===== src/rtl/lkit_pkg.sv =====
package lkit_pkg;

  // table geometry
  localparam int unsigned ENTRIES = 64;
  localparam int unsigned IDX_W   = $clog2(ENTRIES);
  localparam int unsigned CNT_W   = IDX_W + 1;
  localparam int unsigned WORD_W  = 64;
  localparam int unsigned KEY_W   = 4 * WORD_W;
  localparam int unsigned STAMP_W = 64;

  typedef enum logic [1:0] {
    CMD_LOOKUP   = 2'd0,
    CMD_REMEMBER = 2'd1,
    CMD_FORGET   = 2'd2
  } cmd_e;

  // one slot as read from the slot memory
  typedef struct packed {
    logic [KEY_W-1:0]   key;
    logic [KEY_W-1:0]   group;
    logic [STAMP_W-1:0] stamp;
  } slot_t;

  // write port of the slot memory
  typedef struct packed {
    logic               en;
    logic               en_entry;
    logic [IDX_W-1:0]   addr;
    logic [KEY_W-1:0]   key;
    logic [KEY_W-1:0]   group;
    logic [STAMP_W-1:0] stamp;
  } wr_t;

  // compare unit results
  typedef struct packed {
    logic key_eq;
    logic grp_eq;
    logic lru_less;
  } cmp_t;

endpackage


===== src/rtl/lkit_cmp_unit.sv =====
module lkit_cmp_unit (
  input  lkit_pkg::slot_t               slot_i,
  input  logic [lkit_pkg::KEY_W-1:0]    key_i,
  input  logic [lkit_pkg::KEY_W-1:0]    group_i,
  input  logic [lkit_pkg::STAMP_W-1:0]  best_stamp_i,
  input  logic [lkit_pkg::KEY_W-1:0]    best_key_i,
  output lkit_pkg::cmp_t                cmp_o
);

  logic stamp_lt;
  logic stamp_eq;
  logic key_lt;

  assign stamp_lt = slot_i.stamp < best_stamp_i;
  assign stamp_eq = slot_i.stamp == best_stamp_i;
  // unsigned 256-bit compare, word 0 most significant
  assign key_lt   = slot_i.key < best_key_i;

  assign cmp_o.key_eq   = slot_i.key == key_i;
  assign cmp_o.grp_eq   = slot_i.group == group_i;
  // older stamp wins, equal stamps go to the lower key
  assign cmp_o.lru_less = stamp_lt || (stamp_eq && key_lt);

endmodule


===== config.mk =====
export PLATFORM = sky130hd
export DESIGN_NAME = lkit_cmp_unit
export DESIGN_NICKNAME = d
export VERILOG_FILES = /design/src/rtl/lkit_pkg.sv /design/src/rtl/lkit_cmp_unit.sv
export SDC_FILE = /design/constraint.sdc
export NUM_CORES = 1
export LEC_CHECK = 0
export BUFFER_PORTS_ARGS = -buffer_cell sky130_fd_sc_hd__buf_2
export CORE_AREA = 2 2 556 558
export DETAILED_ROUTE_END_ITERATION = 16
export DIE_AREA = 0 0 558 560
export PLACE_DENSITY = 0.3
export SETUP_SLACK_MARGIN = 0.3
export SLEW_MARGIN = 20
export SYNTH_ARGS = -nofsm -noshare
export SYNTH_HDL_FRONTEND = slang
export SYNTH_SLANG_ARGS = --single-unit
export TNS_END_PERCENT = 100

===== constraint.sdc =====
create_clock -name vclk -period 3.55
set_clock_uncertainty 0.2 [all_clocks]
set_input_delay 0.355 -clock vclk [all_inputs]
set_output_delay 0.355 -clock vclk [all_outputs]
set_load 0.01 [all_outputs]

==> results.md <==
- Final sequential cell count: 0
- Most used cells in the layout excluding fill and tap cells: sky130_fd_sc_hd__buf_2, sky130_fd_sc_hd__inv_1, sky130_fd_sc_hd__ha_1
- Net count after synthesis: 3560
- Summed area of non-filler cells in the final layout: about 28000 um^2
- Worst setup path category: in2out
- Gp weighted congestion: ~1.1
- Transition time at the pin with the least slew margin: between 0.9 and 1 ns
- Seq. cell area: 0 um^2
- Critical Path Source: best_key_i[36]
- Area of the mapped netlist: roughly 14000 um^2
- DP Area: 27400 um^2
- Drt total wl: approximately 220000 um
- Violations in the final reports: setup timing
- Kind of launch point of the worst setup path: input pin
- Normalized max-slew margin: a little under two fifths
- Post-Syn Instances: around 1800
- Peak per-stage delay on the critical path: 0.33 ns
- Endpoint of the worst setup timing path: cmp_o[0]
- Arr. time, crit path: between 3 and 4 ns
- Post-synthesis sequential area ratio: 0%
- CORE AREA: about 310000 um^2
- DRC violation total after the first TritonRoute iteration: 970
- Vias per cell: 2.78
- Layout net count: between 5000 and 6000
- Worst endpoint required time: around 3 ns
- Class of the tightest hold or removal check: in2out
- Fraction of layout instances using a drive strength above 1: about half
- Initial Util: under 10%
- Global-route wire length before repair: ~260000 um
- Area share of the largest cell type after synthesis: 29.2%
- Number of warning messages in the yosys log: 0
- Count of final hold-check violations: 0
- Power density over cell area: roughly 120 nW/um^2
- Multi-input logic area: between 10000 and 15000 um^2
- Most common library cell in the layout ignoring fill and taps: sky130_fd_sc_hd__buf_2
- Overall overflow remaining after global route: 0
- Stages on the worst setup path: 16
- Die area: between 300000 and 400000 um^2
- Library cells used by synthesis: roughly 50
- Port Buffer Count: about 1400
- Avg Cell Area, Syn: ~7.5 um^2
- Final worst slack: -0.129 ns
- Number of antenna violations at the first check in global routing: between 300 and 400
- Pleak: 0.0137 uW
- Hold Buf Count CTS: 0
- Number of top-level pins: ~1400
- Critical path's slowest cell: sky130_fd_sc_hd__a211oi_4
- Main area contributors after synthesis: sky130_fd_sc_hd__ha_1, sky130_fd_sc_hd__xnor2_1, sky130_fd_sc_hd__xor2_1, sky130_fd_sc_hd__inv_1, sky130_fd_sc_hd__nand4_1
- Count of fill cells added during filler insertion: about 36000
- Final count of pins violating max slew: 0
- Crit path capture type: primary output
- Period minus WS final: 3.68 ns
- Post-detailed-route count of antenna-violating nets: 0
- Tcrit/Tclk final: 104%
- Hold slack: roughly 1.1 ns
- Worst path cell trace: buf_2 -> inv_1 -> ha_4 -> nand4_1 -> buf_4 -> nor2_4 -> nand4_1 -> buf_6 -> nor4_4 -> a211oi_4 -> buf_6 -> o22ai_4 -> o21ai_4 -> a211oi_4 -> nor2_2 -> buf_6
- Relative area change from synthesis to final layout: 107%
- Most frequent cell on the critical path: sky130_fd_sc_hd__buf_6
- DPL Wire Length: 217000 um
- Max-Cap Viols: 0
- Outcome: complete, but fails checks
- X dimension of the die: 558 um
- Via count of the routed design: ~21000
- Largest net degree at the start of global routing: 5
- Largest voltage drop on the vdd net: slightly above 0.03 mV
- Site Rows: 204
- Routed length per placed instance: between 20 and 30 um
- Setup violations, final: 1
- Layout clock buffer count: 0
- Initial DRT Pass Iterations: 5
- Crit path buf inv count: 6
- Critical path fanouts, max: 2
- Overall power consumption: 3410 uW
- CP delay by family, top: buffers and inverters
- Height of the die: roughly 560 um
- Overall global routing resource usage: between 10% and 20%
- Detailed-route DRC error count: 0
- Maximum achievable frequency: between 200 and 300 MHz
- RSZ-0062 raised after global routing: yes
- Cell taking the most area after synthesis: sky130_fd_sc_hd__ha_1
- Vias in the first global route: 22200
cell type report:
| class | instances | area share, % |
|---|---|---|
| inverter | 335 | 4.45 |
| timing repair buffer | 1593 | 30.3 |
| multi-input combinational | 1498 | 45.7 |
| tap | 4120 | 18.2 |
| antenna | 156 | 1.38 |
worst min-delay path by stage:
stage	slack, ns	depth (start not counted)	from	to
CTS	1.14	7	slot_i[197]	cmp_o[1]
detailed placement	1.14	7	slot_i[197]	cmp_o[1]
floorplan	0.76	5	slot_i[278]	cmp_o[1]
global route	1.18	6	key_i[19]	cmp_o[2]
global placement	1.14	7	slot_i[197]	cmp_o[1]
finish	1.14	7	slot_i[197]	cmp_o[1]
cell usage after synthesis, types with 6 or more instances:
library cell,number
sky130_fd_sc_hd__inv_1,335
sky130_fd_sc_hd__nand3_1,19
sky130_fd_sc_hd__a221oi_1,6
sky130_fd_sc_hd__o211ai_1,8
sky130_fd_sc_hd__nor2_1,42
sky130_fd_sc_hd__a21oi_1,94
sky130_fd_sc_hd__nor3_1,11
sky130_fd_sc_hd__nor2b_1,9
sky130_fd_sc_hd__nor4_1,86
sky130_fd_sc_hd__a21o_1,68
sky130_fd_sc_hd__a31oi_1,6
sky130_fd_sc_hd__xor2_1,232
sky130_fd_sc_hd__o21a_1,7
sky130_fd_sc_hd__xnor2_1,269
sky130_fd_sc_hd__ha_1,319
sky130_fd_sc_hd__a211oi_1,17
sky130_fd_sc_hd__nand4_1,146
sky130_fd_sc_hd__nand2_1,57
sky130_fd_sc_hd__o21ai_0,44
power by group:
group          switching, uW  internal, uW  leakage, uW
sequential                 0             0            0
clock                      0       0.00578  0.000000980
combinational           1920          1490       0.0137
total                   1920          1490       0.0137
cells by family after synthesis:
| family | Yosys count | synth area share [%] |
|---|---|---|
| adder cells (fa/ha/maj) | 319 | 29.2 |
| AND/OR/NAND/NOR | 391 | 16.1 |
| buffers and inverters | 335 | 9.19 |
| AO/OA/AOI/OAI | 287 | 13.5 |
| XOR/XNOR | 501 | 32.1 |
metrics by stage:
stage	util [%]	TNS, ns	setup slack (ns)	cells
2_1_floorplan	-	0	0.872	1833
3_3_place_gp	8.94	-1.77	-1.47	7545
3_5_place_dp	8.94	-1.81	-1.45	7545
4_1_cts	9.07	-0.456	-0.456	7546
5_1_grt	9.18	-0.318	-0.318	7640
6_report	9.23	-0.129	-0.129	7702
timing repair:
| action | 4_1_cts | 5_1_grt |
|---|---|---|
| buffers inserted | 1 | 0 |
| setup endpoints to repair | 2 | 2 |
| gates resized for setup | 70 | 20 |
| hold endpoints to repair | 0 | 0 |
| pin swaps | 21 | 14 |
metal layers:
| layer | part of all wire, % | track usage, % | up-vias |
|---|---|---|---|
| met2 | 53 | 26.3 | 1336 |
| met3 | 10 | 5.44 | 504 |
| met4 | 5.2 | 5.56 | 144 |
| met5 | 0.44 | 0 | - |
| li1 | - | - | 9780 |
| met1 | 31 | 12.1 | 9632 |
Note: power is estimated with default switching activity, not from simulation.
